--- src/design/b64d_pkg.sv ---
`timescale 1ns / 1ps

package b64d_pkg;

	localparam logic [7:0] CH_PAD   = 8'h3D;
	localparam logic [7:0] CH_SPACE = 8'h20;
	localparam logic [7:0] CH_TAB   = 8'h09;
	localparam logic [7:0] CH_LF    = 8'h0A;
	localparam logic [7:0] CH_VT    = 8'h0B;
	localparam logic [7:0] CH_FF    = 8'h0C;
	localparam logic [7:0] CH_CR    = 8'h0D;
	localparam logic [7:0] CH_PLUS  = 8'h2B;
	localparam logic [7:0] CH_SLASH = 8'h2F;

	localparam logic [5:0] SEXTET_PLUS  = 6'd62;
	localparam logic [5:0] SEXTET_SLASH = 6'd63;
	localparam logic [5:0] LOWER_BASE   = 6'd26;
	localparam logic [5:0] DIGIT_BASE   = 6'd52;

	// One queue entry: the results that a single input item causes.
	// Data bytes go out first, then the status beat if is_end is set.
	typedef struct packed {
		logic [7:0] b0;
		logic [7:0] b1;
		logic [7:0] b2;
		logic [1:0] nbytes;
		logic       is_end;
		logic       ok;
	} b64d_entry_t;

	typedef struct packed {
		logic       valid;
		logic [5:0] value;
	} b64d_sextet_t;

	function automatic b64d_sextet_t sextet_of(input logic [7:0] ch);
		b64d_sextet_t r;
		logic [7:0] d;
		r = '{valid: 1'b0, value: 6'd0};
		d = 8'd0;
		if (ch >= 8'h41 && ch <= 8'h5A) begin
			d = ch - 8'h41;
			r = '{valid: 1'b1, value: d[5:0]};
		end else if (ch >= 8'h61 && ch <= 8'h7A) begin
			d = ch - 8'h61;
			r = '{valid: 1'b1, value: d[5:0] + LOWER_BASE};
		end else if (ch >= 8'h30 && ch <= 8'h39) begin
			d = ch - 8'h30;
			r = '{valid: 1'b1, value: d[5:0] + DIGIT_BASE};
		end else if (ch == CH_PLUS) begin
			r = '{valid: 1'b1, value: SEXTET_PLUS};
		end else if (ch == CH_SLASH) begin
			r = '{valid: 1'b1, value: SEXTET_SLASH};
		end
		return r;
	endfunction

	function automatic logic is_blank(input logic [7:0] ch);
		return ch == CH_SPACE || ch == CH_TAB || ch == CH_LF || ch == CH_VT ||
			ch == CH_FF || ch == CH_CR;
	endfunction

endpackage

--- src/design/b64d_front.sv ---
`timescale 1ns / 1ps

module b64d_front import b64d_pkg::*; (
	input  logic        clk,
	input  logic        arst_n,
	input  logic        s_tvalid,
	output logic        s_tready,
	input  logic [7:0]  s_tdata,
	input  logic        s_tuser,
	input  logic        q_full,
	output logic        q_push,
	output b64d_entry_t q_entry
);

	logic [17:0] acc_q;
	logic [1:0]  cnt_q;
	logic [1:0]  pad_q;
	logic        err_q;

	logic [17:0] acc_d;
	logic [1:0]  cnt_d;
	logic [1:0]  pad_d;
	logic        err_d;
	logic        produce;
	logic        fire;
	logic        end_ok;
	b64d_sextet_t sx;

	assign s_tready = !q_full;
	assign fire     = s_tvalid && s_tready;
	assign sx       = sextet_of(s_tdata);
	assign q_push   = fire && produce;

	always_comb begin
		acc_d   = acc_q;
		cnt_d   = cnt_q;
		pad_d   = pad_q;
		err_d   = err_q;
		produce = 1'b0;
		end_ok  = 1'b0;
		q_entry = '{b0: 8'd0, b1: 8'd0, b2: 8'd0, nbytes: 2'd0, is_end: 1'b0, ok: 1'b0};
		if (s_tuser) begin
			produce = 1'b1;
			unique case (cnt_q)
				2'd0: end_ok = !err_q && pad_q == 2'd0;
				2'd1: end_ok = 1'b0;
				2'd2: end_ok = !err_q && pad_q == 2'd2;
				2'd3: end_ok = !err_q && pad_q == 2'd1;
				default: end_ok = 1'b0;
			endcase
			q_entry.is_end = 1'b1;
			q_entry.ok     = end_ok;
			if (end_ok && cnt_q == 2'd3) begin
				q_entry.b0     = acc_q[17:10];
				q_entry.b1     = acc_q[9:2];
				q_entry.nbytes = 2'd2;
			end else if (end_ok && cnt_q == 2'd2) begin
				q_entry.b0     = acc_q[11:4];
				q_entry.nbytes = 2'd1;
			end
			acc_d = '0;
			cnt_d = '0;
			pad_d = '0;
			err_d = 1'b0;
		end else if (err_q || is_blank(s_tdata)) begin
			produce = 1'b0;
		end else if (s_tdata == CH_PAD) begin
			// Padding needs two pending sextets and may appear at most twice.
			if (cnt_q < 2'd2 || pad_q == 2'd2) begin
				err_d = 1'b1;
			end else begin
				pad_d = pad_q + 2'd1;
			end
		end else if (pad_q != 2'd0 || !sx.valid) begin
			err_d = 1'b1;
		end else if (cnt_q == 2'd3) begin
			produce        = 1'b1;
			q_entry.b0     = acc_q[17:10];
			q_entry.b1     = acc_q[9:2];
			q_entry.b2     = {acc_q[1:0], sx.value};
			q_entry.nbytes = 2'd3;
			acc_d          = '0;
			cnt_d          = '0;
		end else begin
			acc_d = {acc_q[11:0], sx.value};
			cnt_d = cnt_q + 2'd1;
		end
	end

	always_ff @(posedge clk or negedge arst_n) begin
		if (!arst_n) begin
			acc_q <= '0;
			cnt_q <= '0;
			pad_q <= '0;
			err_q <= 1'b0;
		end else if (fire) begin
			acc_q <= acc_d;
			cnt_q <= cnt_d;
			pad_q <= pad_d;
			err_q <= err_d;
		end
	end

endmodule

--- src/design/b64d_fifo.sv ---
`timescale 1ns / 1ps

module b64d_fifo import b64d_pkg::*; #(
	parameter int DEPTH = 4
) (
	input  logic        clk,
	input  logic        arst_n,
	input  logic        push,
	input  b64d_entry_t push_data,
	output logic        full,
	input  logic        pop,
	output b64d_entry_t pop_data,
	output logic        empty
);

	localparam int AW = (DEPTH > 1) ? $clog2(DEPTH) : 1;
	localparam int CW = $clog2(DEPTH + 1);
	localparam logic [AW-1:0] LAST_PTR = AW'(DEPTH - 1);
	localparam logic [CW-1:0] FULL_CNT = CW'(DEPTH);

	b64d_entry_t   mem_q [DEPTH];
	logic [AW-1:0] wr_ptr_q;
	logic [AW-1:0] rd_ptr_q;
	logic [CW-1:0] count_q;

	assign full     = count_q == FULL_CNT;
	assign empty    = count_q == '0;
	assign pop_data = mem_q[rd_ptr_q];

	always_ff @(posedge clk) begin
		if (push) begin
			mem_q[wr_ptr_q] <= push_data;
		end
	end

	always_ff @(posedge clk or negedge arst_n) begin
		if (!arst_n) begin
			wr_ptr_q <= '0;
			rd_ptr_q <= '0;
			count_q  <= '0;
		end else begin
			if (push) begin
				wr_ptr_q <= (wr_ptr_q == LAST_PTR) ? '0 : wr_ptr_q + AW'(1);
			end
			if (pop) begin
				rd_ptr_q <= (rd_ptr_q == LAST_PTR) ? '0 : rd_ptr_q + AW'(1);
			end
			if (push && !pop) begin
				count_q <= count_q + CW'(1);
			end else if (pop && !push) begin
				count_q <= count_q - CW'(1);
			end
		end
	end

	a_no_overflow: assert property (@(posedge clk) disable iff (!arst_n)
		push |-> !full)
		else $error("queue written while full");

	a_no_underflow: assert property (@(posedge clk) disable iff (!arst_n)
		pop |-> !empty)
		else $error("queue read while empty");

	a_count_tracks: assert property (@(posedge clk) disable iff (!arst_n)
		(push && !pop) |=> count_q == $past(count_q) + CW'(1))
		else $error("queue count lost a write");

endmodule

--- src/design/b64d_back.sv ---
`timescale 1ns / 1ps

module b64d_back import b64d_pkg::*; (
	input  logic        clk,
	input  logic        arst_n,
	input  logic        q_empty,
	input  b64d_entry_t q_entry,
	output logic        q_pop,
	output logic        m_tvalid,
	input  logic        m_tready,
	output logic [7:0]  m_tdata,
	output logic [1:0]  m_tuser,
	output logic        m_tlast
);

	b64d_entry_t cur_q;
	logic        cur_valid_q;
	logic [1:0]  pos_q;
	logic [1:0]  total;
	logic        at_last;
	logic        fire;
	logic        is_status;

	assign total     = cur_q.nbytes + {1'b0, cur_q.is_end};
	assign at_last   = pos_q == total - 2'd1;
	assign fire      = cur_valid_q && m_tready;
	assign q_pop     = !q_empty && (!cur_valid_q || (fire && at_last));
	assign is_status = pos_q >= cur_q.nbytes;

	assign m_tvalid = cur_valid_q;
	assign m_tlast  = at_last;
	assign m_tuser  = {is_status && cur_q.ok, is_status};

	always_comb begin
		unique case (pos_q)
			2'd0: m_tdata = is_status ? 8'd0 : cur_q.b0;
			2'd1: m_tdata = is_status ? 8'd0 : cur_q.b1;
			2'd2: m_tdata = is_status ? 8'd0 : cur_q.b2;
			default: m_tdata = 8'd0;
		endcase
	end

	always_ff @(posedge clk) begin
		if (q_pop) begin
			cur_q <= q_entry;
		end
	end

	always_ff @(posedge clk or negedge arst_n) begin
		if (!arst_n) begin
			cur_valid_q <= 1'b0;
			pos_q       <= '0;
		end else if (q_pop) begin
			cur_valid_q <= 1'b1;
			pos_q       <= '0;
		end else if (fire) begin
			if (at_last) begin
				cur_valid_q <= 1'b0;
				pos_q       <= '0;
			end else begin
				pos_q <= pos_q + 2'd1;
			end
		end
	end

	a_status_is_last: assert property (@(posedge clk) disable iff (!arst_n)
		(m_tvalid && m_tuser[0]) |-> (m_tlast && m_tdata == 8'd0))
		else $error("status beat is not the closing beat");

	a_ok_only_on_status: assert property (@(posedge clk) disable iff (!arst_n)
		(m_tvalid && !m_tuser[0]) |-> !m_tuser[1])
		else $error("ok flag set on a data beat");

endmodule

--- src/design/base64_stream_decoder.sv ---
`timescale 1ns / 1ps

// Streaming base64 decoder, standard alphabet with padding.
// Input channel s_*: one beat per character; s_tuser = 1 marks the end of
// the text, and s_tdata is then ignored. Whitespace is skipped.
// Output channel m_*: decoded bytes on m_tdata, followed at each end of text
// by one status beat with m_tuser[0] = 1 and m_tuser[1] = ok. m_tlast marks
// the final beat caused by one input beat. When ok is 0, every byte sent
// since the previous status must be discarded by the consumer.
// Throughput: one character per cycle while s_tready is high. Each fourth
// sextet yields a group of three output beats, sent one per cycle while
// m_tready is high; groups wait in a queue of QUEUE_DEPTH entries, and
// s_tready drops only while that queue is full, which happens when the consumer stalls m_tready.
// A group is written into the queue at the edge that accepts the input beat
// that completes it; the output register loads it from there once it is free.
// Reset clears the decode state, the queue and the output register; the
// block accepts input in the first cycle after reset is released.
module base64_stream_decoder import b64d_pkg::*; #(
	parameter int QUEUE_DEPTH = 4
) (
	input  logic       clk,
	input  logic       arst_n,
	input  logic       s_tvalid,
	output logic       s_tready,
	input  logic [7:0] s_tdata,   // [7:0] character
	input  logic       s_tuser,   // [0] is_end
	output logic       m_tvalid,
	input  logic       m_tready,
	output logic [7:0] m_tdata,   // [7:0] data_byte
	output logic [1:0] m_tuser,   // [0] is_status, [1] ok
	output logic       m_tlast
);

	logic        q_full;
	logic        q_empty;
	logic        q_push;
	logic        q_pop;
	b64d_entry_t push_entry;
	b64d_entry_t pop_entry;

	b64d_front u_front (
		.clk      (clk),
		.arst_n   (arst_n),
		.s_tvalid (s_tvalid),
		.s_tready (s_tready),
		.s_tdata  (s_tdata),
		.s_tuser  (s_tuser),
		.q_full   (q_full),
		.q_push   (q_push),
		.q_entry  (push_entry)
	);

	b64d_fifo #(
		.DEPTH (QUEUE_DEPTH)
	) u_fifo (
		.clk       (clk),
		.arst_n    (arst_n),
		.push      (q_push),
		.push_data (push_entry),
		.full      (q_full),
		.pop       (q_pop),
		.pop_data  (pop_entry),
		.empty     (q_empty)
	);

	b64d_back u_back (
		.clk      (clk),
		.arst_n   (arst_n),
		.q_empty  (q_empty),
		.q_entry  (pop_entry),
		.q_pop    (q_pop),
		.m_tvalid (m_tvalid),
		.m_tready (m_tready),
		.m_tdata  (m_tdata),
		.m_tuser  (m_tuser),
		.m_tlast  (m_tlast)
	);

endmodule

--- config.mk ---
export PLATFORM = sky130hd
export DESIGN_NAME = base64_stream_decoder
export DESIGN_NICKNAME = d
export VERILOG_FILES = /design/src/design/b64d_pkg.sv /design/src/design/b64d_front.sv /design/src/design/b64d_fifo.sv /design/src/design/b64d_back.sv /design/src/design/base64_stream_decoder.sv
export SDC_FILE = /design/constraint.sdc
export NUM_CORES = 1
export LEC_CHECK = 0
export ABC_CLOCK_PERIOD_IN_PS = 4600
export BUFFER_PORTS_ARGS = -buffer_cell sky130_fd_sc_hd__buf_2
export CAP_MARGIN = 20
export CELL_PAD_IN_SITES_DETAIL_PLACEMENT = 0
export CELL_PAD_IN_SITES_GLOBAL_PLACEMENT = 1
export CORE_ASPECT_RATIO = 0.6
export CORE_MARGIN = 2
export CORE_UTILIZATION = 25
export CTS_CLUSTER_SIZE = 40
export DETAILED_ROUTE_END_ITERATION = 8
export PLACE_DENSITY_LB_ADDON = 0.12
export SKIP_LAST_GASP = 1
export SYNTH_ARGS = -nofsm -noshare
export SYNTH_HDL_FRONTEND = slang
export SYNTH_HIERARCHICAL = 1
export SYNTH_SLANG_ARGS = --single-unit
export TNS_END_PERCENT = 1
--- constraint.sdc ---
create_clock -name clk -period 4.6 [get_ports clk]
set_input_delay 1.15 -clock clk [delete_from_list [all_inputs] [get_ports clk]]
set_output_delay 1.15 -clock clk [all_outputs]
set_load 0.005 [all_outputs]
==> results.sh, run 1 <==
export IMPL_min_path_type="reg2reg"
export IMPL_syn_avg_cell_area_um2=15.5
export IMPL_grt_pass1_vias=4570
export IMPL_synth_top_area_frac=0.528
export IMPL_yosysTopAreaCell="edfxtp_1"
export IMPL_finalClockSkew_ns=0.00940
export IMPL_p_per_area_nw_per_um2=578
export IMPL_clk_latency_ns=0.44
export IMPL_setup_viol=0
export IMPL_peakVddDrop_mv=0.190
export IMPL_wirelength_um=19800
export IMPL_switching_share=0.315
export IMPL_synth_flop_cell="edfxtp_1"
export IMPL_synth_edff_count=140
export IMPL_start_kind="input pin"
export IMPL_die_area_um2=33400
export IMPL_grt_pass1_wl_um=30200
export IMPL_yosysSeqAreaShare=0.631
export IMPL_finalMaxSlewViolations=0
export IMPL_timing_hold_ws_ns=0.499
export IMPL_viasPerCell=4.64
export IMPL_synth_seq_cells=173
export IMPL_seqPwrFrac=0.436
export IMPL_end_kind="flop"
export IMPL_die_w_um=234
export IMPL_worstPathRequired_ns=4.96
export IMPL_cp_slowest_stage_delay_ns=0.37
export IMPL_wl_per_cell_um=20.4
export IMPL_yosys_warnings=6
export IMPL_crit_type="in2reg"
export IMPL_cap_viol_max_count=0
export IMPL_via_count=4507
export IMPL_antenna_found_initial=0
export IMPL_htreeDepth=4
export IMPL_rsz0062_at_grt="false"
export IMPL_cts_root_buf="clkbuf_16"
export IMPL_syn_nets=556
export IMPL_placed_cells=940
export IMPL_pin_count=26
export IMPL_fin_crit_ns=3.88
export IMPL_final_util=0.294
export IMPL_leakagePower_uw=0.00325
export IMPL_max_slew_margin=0.358
export IMPL_path_buf_inv=3
export IMPL_cts_tree="built"
export IMPL_finalHoldViolCount=0
export IMPL_dieHeight_um=142
export IMPL_finalNonFillerCells=972
export IMPL_fin_nets=585
export IMPL_grt_overflow=0
export IMPL_insertedDiodeCount=0
export IMPL_cts_inserted_buffers=17
export IMPL_tightest_slew_ns=0.959
export IMPL_worstPathArrival_ns=4.25
export IMPL_path_delay_family="compound AO/OA/AOI/OAI gates"
export IMPL_coreArea_um2=31300
export IMPL_grt_max_degree=34
export IMPL_clkPwrFrac=0.289
export IMPL_comb_power_share=0.275
export IMPL_fin_crit_sh=0.844
export IMPL_slowest_stage="fa_1"
export IMPL_cts_setup_buffers=0
export IMPL_drt_pass1_iter_count=5
export IMPL_intPower_uw=3640
export IMPL_cts_buffer_depth=2
export IMPL_drc=0
export IMPL_cts_resized=0
export IMPL_drive_gt1_frac=0.237
export IMPL_outcome="finished, final reports clean"
export IMPL_max_freq_ghz=0.257
export IMPL_dp_hpwl_um=13000
export IMPL_ys_types=77
export IMPL_cts_reportedPaths_clkPinSlew_ns=0.07
export IMPL_worstPathCellList="buf_2 > inv_1 > ha_1 > nor2b_1 > o21ai_0 > a21o_2 > o311ai_4 > nor2_1 > a21o_1 > ha_1 > inv_1 > fa_1 > xor2_1 > nor2_1 > xor2_1"
export IMPL_critPathMaxFanout=11
export IMPL_async_flop_share=0.191
export IMPL_power_switching_uw=1670
export IMPL_rows=50
export IMPL_gp_congestion=0.765
export IMPL_start_util=0.255
export IMPL_io_buffer_count=25
export IMPL_final_setup_tns_ns=0
export IMPL_fillers=3126
export IMPL_syn2layout_area_growth_pct=15.3
export IMPL_hold_buffers=0
export IMPL_grt_usage=0.127
export IMPL_netlist_instances=514
export IMPL_cts_sinks=173
export IMPL_synthesis_area_um2=7970
export IMPL_drt_iter0_markers=441
export IMPL_ant_nets=0
export IMPL_synthTopCellsByArea="edfxtp_1 53%, dfrtp_1 10%, mux4_2 7.9%"
## power by group through the flow
stage | Clock [uW] | Combinational (uW) | Sequential (uW)
finish | 1540 | 1460 | 2310
global route | 1660 | 1630 | 2360
CTS | 1590 | 1510 | 2330
detailed placement | 0 | 1500 | 2360
global placement | 0 | 1500 | 2350
floorplan | 0 | 1080 | 2200
## area by class of cell
| class | instances | area [um^2] | area share |
|---|---|---|---|
| Sequential cell | 173 | 5030 | 0.548 |
| Multi-Input combinational cell | 292 | 2660 | 0.289 |
| Timing Repair Buffer | 37 | 265 | 0.0289 |
| Inverter | 22 | 82.6 | 0.00899 |
| Clock inverter | 13 | 193 | 0.0210 |
| Clock buffer | 19 | 433 | 0.0471 |
| Tap cell | 416 | 520 | 0.0567 |
## placed cells by master, fill, tap and decap left out, drive strengths merged, types with 3 or more instances in the layout
master   instances
nor2            24
mux2             6
bufinv           4
o21ai           23
a21oi            8
mux4            28
o211ai          12
buf             37
a222oi           9
edfxtp         140
inv             24
a22o            10
dfrtp           33
or4              3
clkbuf          19
xor2             5
clkinv           5
a311oi           3
o31ai            4
nand3            5
nand2b           5
o2bb2ai          3
a21o             3
nand2           32
nor3             6
and2            19
and3             3
nor2b            6
nor4             5
a31oi            4
ha              28
## worst reg2reg max path, cell delays in order, from the launching register on
cell and delay [ns]:
dfrtp_1 0.40, nor3b_1 0.16, nor2b_1 0.50, nand2_1 0.16, nor2_1 0.29, a21o_1 0.20
ha_1 0.18, inv_1 0.06, fa_1 0.37, xor2_1 0.15, nor2_1 0.11, xor2_1 0.16
## per-layer routing
metal,GRT usage,share of wire,wire (um),up-vias
li1,-,-,-,2058
met1,0.193,0.53,10400,2334
met2,0.177,0.42,8350,104
met3,0.0308,0.043,850,11
met4,0.0351,0.010,200,0
met5,0,0,0,-
## synthesized netlist by cell type (6+ instances only)
cell type and instances:
a22o_1 10, nand2_1 31, mux4_2 28, a21oi_1 7, and2_1 19, nor2b_1 6, dfrtp_1 33, inv_1 22
buf_6 6, nor2_1 24, o211ai_1 12, o21ai_2 7, ha_1 28, a222oi_1 9, edfxtp_1 140, o21ai_0 14
## path summary, 6_finish.rpt
kind / depth (start not counted) / from / to / slack [ns]
worst max-delay path: 15 / s_tdata[2] / u_fifo/count_q[2]$_DFFE_PN0P_ / 0.72
worst min-delay path: 1 / u_fifo/count_q[2]$_DFFE_PN0P_ / u_fifo/count_q[2]$_DFFE_PN0P_ / 0.50
worst max register to register: 11 / u_fifo/count_q[2]$_DFFE_PN0P_ / u_fifo/count_q[2]$_DFFE_PN0P_ / 1.79
worst min register to register: 1 / u_fifo/count_q[2]$_DFFE_PN0P_ / u_fifo/count_q[2]$_DFFE_PN0P_ / 0.50
max in group asynchronous: 1 / arst_n / u_fifo/rd_ptr_q[0]$_DFFE_PN0P_ / 3.20
min in group asynchronous: 1 / arst_n / u_fifo/wr_ptr_q[1]$_DFFE_PN0P_ / 0.81
## stage by stage
step                      worst slack [ns]  power [uW]  area [um^2]
after floorplan                      0.583        3280         7970
after global placement               0.307        3850         8560
after detailed placement             0.320        3860         8560
after CTS                            0.785        5420         9190
after global routing                 0.450        5640         9190
final                                0.715        5310         9190
## state kept, by name, summed over array words and instances, names as in the netlist
| name | cells |
|---|---|
| u_back/pos_q | 2 |
| u_front/err_q | 1 |
| u_front/acc_q | 18 |
| u_front/cnt_q | 2 |
| u_front/pad_q | 2 |
| u_back/cur_q | 28 |
| u_fifo/count_q | 3 |
| u_fifo/rd_ptr_q | 2 |
| u_fifo/mem_q | 112 |
| u_fifo/wr_ptr_q | 2 |
| u_back/m_tvalid | 1 |
## logic make-up after synthesis
kind of cell / share of synthesized area
multiplexers: 0.0911
buffers and inverters: 0.0361
flip-flops: 0.631
AND/OR/NAND/NOR: 0.0891
XOR/XNOR: 0.0105
adder cells (fa/ha/maj): 0.0465
AO/OA/AOI/OAI: 0.0952
No activity file was read; power rests on OpenSTA's default activity.
==> inputs of run 2 (changes only) <==
--- a/config.mk
+++ b/config.mk
@@ -5,7 +5,7 @@
 export SDC_FILE = /design/constraint.sdc
 export NUM_CORES = 1
 export LEC_CHECK = 0
-export ABC_CLOCK_PERIOD_IN_PS = 4600
+export ABC_CLOCK_PERIOD_IN_PS = 3900
 export BUFFER_PORTS_ARGS = -buffer_cell sky130_fd_sc_hd__buf_2
 export CAP_MARGIN = 20
 export CELL_PAD_IN_SITES_DETAIL_PLACEMENT = 0
==> constraint.sdc (replaced) <==
create_clock -name clk -period 3.9 [get_ports clk]
set_input_delay 0.975 -clock clk [delete_from_list [all_inputs] [get_ports clk]]
set_output_delay 0.975 -clock clk [all_outputs]
set_load 0.005 [all_outputs]
==> run 2 against run 1 <==
- setup slack got worse by 0.31 ns
- register-to-register slack lost 0.68 ns
- cell count increased by 1.7%
- power up 18%
- non-clock buffer count rose by 17
- sequential cell count did not move
==> results.sh, run 2 (synthesized netlist as in run 1, its figures left out) <==
export IMPL_finalClockSkew_ns=0.00720
export IMPL_r2r_start="u_front/pad_q[0]$_DFFE_PN0P_"
export IMPL_cts_root_buf="clkbuf_16"
export IMPL_pin_count=26
export IMPL_min_to="u_fifo/count_q[2]$_DFFE_PN0P_"
export IMPL_grt_busiest_layer="met1"
export IMPL_worstPathRequired_ns=4.22
export IMPL_grt_max_degree=34
export IMPL_hold_depth=1
export IMPL_peakVddDrop_mv=0.291
export IMPL_start_kind="input pin"
export IMPL_insertedDiodeCount=0
export IMPL_viasPerCell=4.61
export IMPL_ant_nets=0
export IMPL_met3_usage=0.0294
export IMPL_reg2reg_slack_ns=1.11
export IMPL_dp_hpwl_um=13300
export IMPL_finalHoldViolCount=0
export IMPL_drc=0
export IMPL_worstPathArrival_ns=3.82
export IMPL_max_freq_ghz=0.286
export IMPL_grt_pass1_wl_um=30900
export IMPL_final_cell_mix="140 x edfxtp_1, 31 x nand2_1, 31 x dfrtp_1"
export IMPL_dieHeight_um=142
export IMPL_hp_start="u_fifo/count_q[2]$_DFFE_PN0P_"
export IMPL_slowest_stage="a211oi_2"
export IMPL_finalMaxSlewViolations=0
export IMPL_cts_reportedPaths_clkPinSlew_ns=0.06
export IMPL_reg2reg_to="u_fifo/mem_q[1][27]$_DFFE_PP_"
export IMPL_drive_gt1_frac=0.258
export IMPL_largest_reg_flops=112
export IMPL_hold_buffers=0
export IMPL_coreArea_um2=31300
export IMPL_fillers=3122
export IMPL_max_slew_margin=0.371
export IMPL_die_area_um2=33400
export IMPL_grt_pass1_vias=4779
export IMPL_cts_setup_buffers=0
export IMPL_cts_resized=0
export IMPL_final_setup_tns_ns=0
export IMPL_setup_viol=0
export IMPL_multi_input_area_um2=2660
export IMPL_r2r_cells=7
export IMPL_grt_overflow=0
export IMPL_use_met1=0.198
export IMPL_start_util=0.255
export IMPL_post_dp_cell_area_um2=8690
export IMPL_rsz0062_at_grt="false"
export IMPL_die_w_um=234
export IMPL_place_ws_ns=-0.0358
export IMPL_cts_sinks=173
export IMPL_timing_hold_ws_ns=0.498
export IMPL_top_regs="u_fifo/mem_q (112), u_back/cur_q (28), u_front/acc_q (18)"
export IMPL_outcome="finished, final reports clean"
export IMPL_p_per_area_nw_per_um2=671
export IMPL_fin_nets=602
export IMPL_cap_viol_max_count=0
export IMPL_top_register="u_fifo/mem_q"
export IMPL_cts_tree="built"
export IMPL_fin_crit_sh=0.897
export IMPL_antenna_found_initial=0
export IMPL_gp_congestion=0.779
export IMPL_path_delay_family="compound AO/OA/AOI/OAI gates"
export IMPL_seqCellArea_um2=5030
export IMPL_fin_crit_ns=3.50
export IMPL_grt_usage=0.129
export IMPL_cp_slowest_stage_delay_ns=0.40
export IMPL_crit_type="in2reg"
export IMPL_drt_pass1_iter_count=5
export IMPL_via_count=4562
export IMPL_io_buffer_count=25
export IMPL_tightest_slew_ns=0.944
export IMPL_path_buf_inv=3
export IMPL_min_path_type="reg2reg"
export IMPL_leakagePower_uw=0.00333
export IMPL_drt_iter0_markers=303
export IMPL_cts_inserted_buffers=17
export IMPL_fin_ws_ns=0.403
export IMPL_wl_per_cell_um=20.3
export IMPL_wirelength_um=20100
export IMPL_end_kind="flop"
export IMPL_layout_commonest_cell="edfxtp_1"
export IMPL_rows=50
export IMPL_syn2layout_area_growth_pct=16.7
export IMPL_postLayoutCellArea_um2=9290
export IMPL_htreeDepth=4
export IMPL_worstPathCellList="buf_2 > inv_1 > ha_1 > a21oi_1 > a211oi_2 > nor3_4 > o311ai_4 > nor2_1 > a21o_1 > ha_1 > inv_1 > fa_1 > mux2_2"
export IMPL_clk_latency_ns=0.44
export IMPL_cts_buffer_depth=2
export IMPL_critPathMaxFanout=8
export IMPL_globalRouteMet2Util=0.181
==> run 2: cell types whose count changed in the layout (fill, tap and decap cells not counted) <==
cell	delta
inv_6	-2
clkinv_2	+4
clkinvlp_4	-1
buf_4	+17
clkbuf_1	+1
clkinv_4	-2
==> run 2: worst max path at each step <==
stage          depth (start not counted)  startpoint  slack [ns]                            end
2_1_floorplan                          7    m_tready        0.06  u_fifo/count_q[1]$_DFFE_PN0P_
3_3_place_gp                          13  s_tdata[2]        0.09  u_fifo/count_q[1]$_DFFE_PN0P_
3_5_place_dp                          13  s_tdata[2]       -0.04  u_fifo/count_q[1]$_DFFE_PN0P_
4_1_cts                               13  s_tdata[2]        0.42  u_fifo/count_q[1]$_DFFE_PN0P_
5_1_grt                               13  s_tdata[2]        0.25  u_fifo/count_q[1]$_DFFE_PN0P_
6_report                              13  s_tdata[2]        0.40  u_fifo/count_q[1]$_DFFE_PN0P_
==> run 2: area by class of cell <==
cell class,instances,area share
inverters,22,0.00889
repair buffers,54,0.0423
multi-input cells,292,0.286
clock inverters,12,0.0183
clock buffers,20,0.0470
flip-flops and latches,173,0.541
well taps,416,0.0560
==> run 2: worst register-to-register path, cell delays in order (launching register included) <==
cell     delay (ns)
dfrtp_1        0.41
inv_1          0.11
ha_1           0.25
inv_1          0.10
or3_1          0.32
a21oi_1        0.46
and3b_1        0.56
a22o_1         0.38
==> run 2: metrics by stage <==
step	total power [uW]	utilization	cells
6_report	6240	0.297	989
5_1_grt	6650	0.297	989
4_1_cts	6380	0.297	989
3_5_place_dp	4580	0.278	957
3_3_place_gp	4560	0.278	957
2_1_floorplan	3870	-	514
==> run 2: layer usage <==
| metal | vias to the layer above | wire [um] |
|---|---|---|
| li1 | 2094 | - |
| met1 | 2375 | 10500 |
| met2 | 78 | 8430 |
| met3 | 15 | 970 |
| met4 | 0 | 196 |
| met5 | - | 0 |
==> run 2: power breakdown <==
group | internal, uW | total, uW | leakage, uW | switching (uW)
sequential | 2440 | 2730 | 0.00175 | 283
combinational | 781 | 1740 | 0.00128 | 960
clock | 1070 | 1770 | 0.000298 | 702
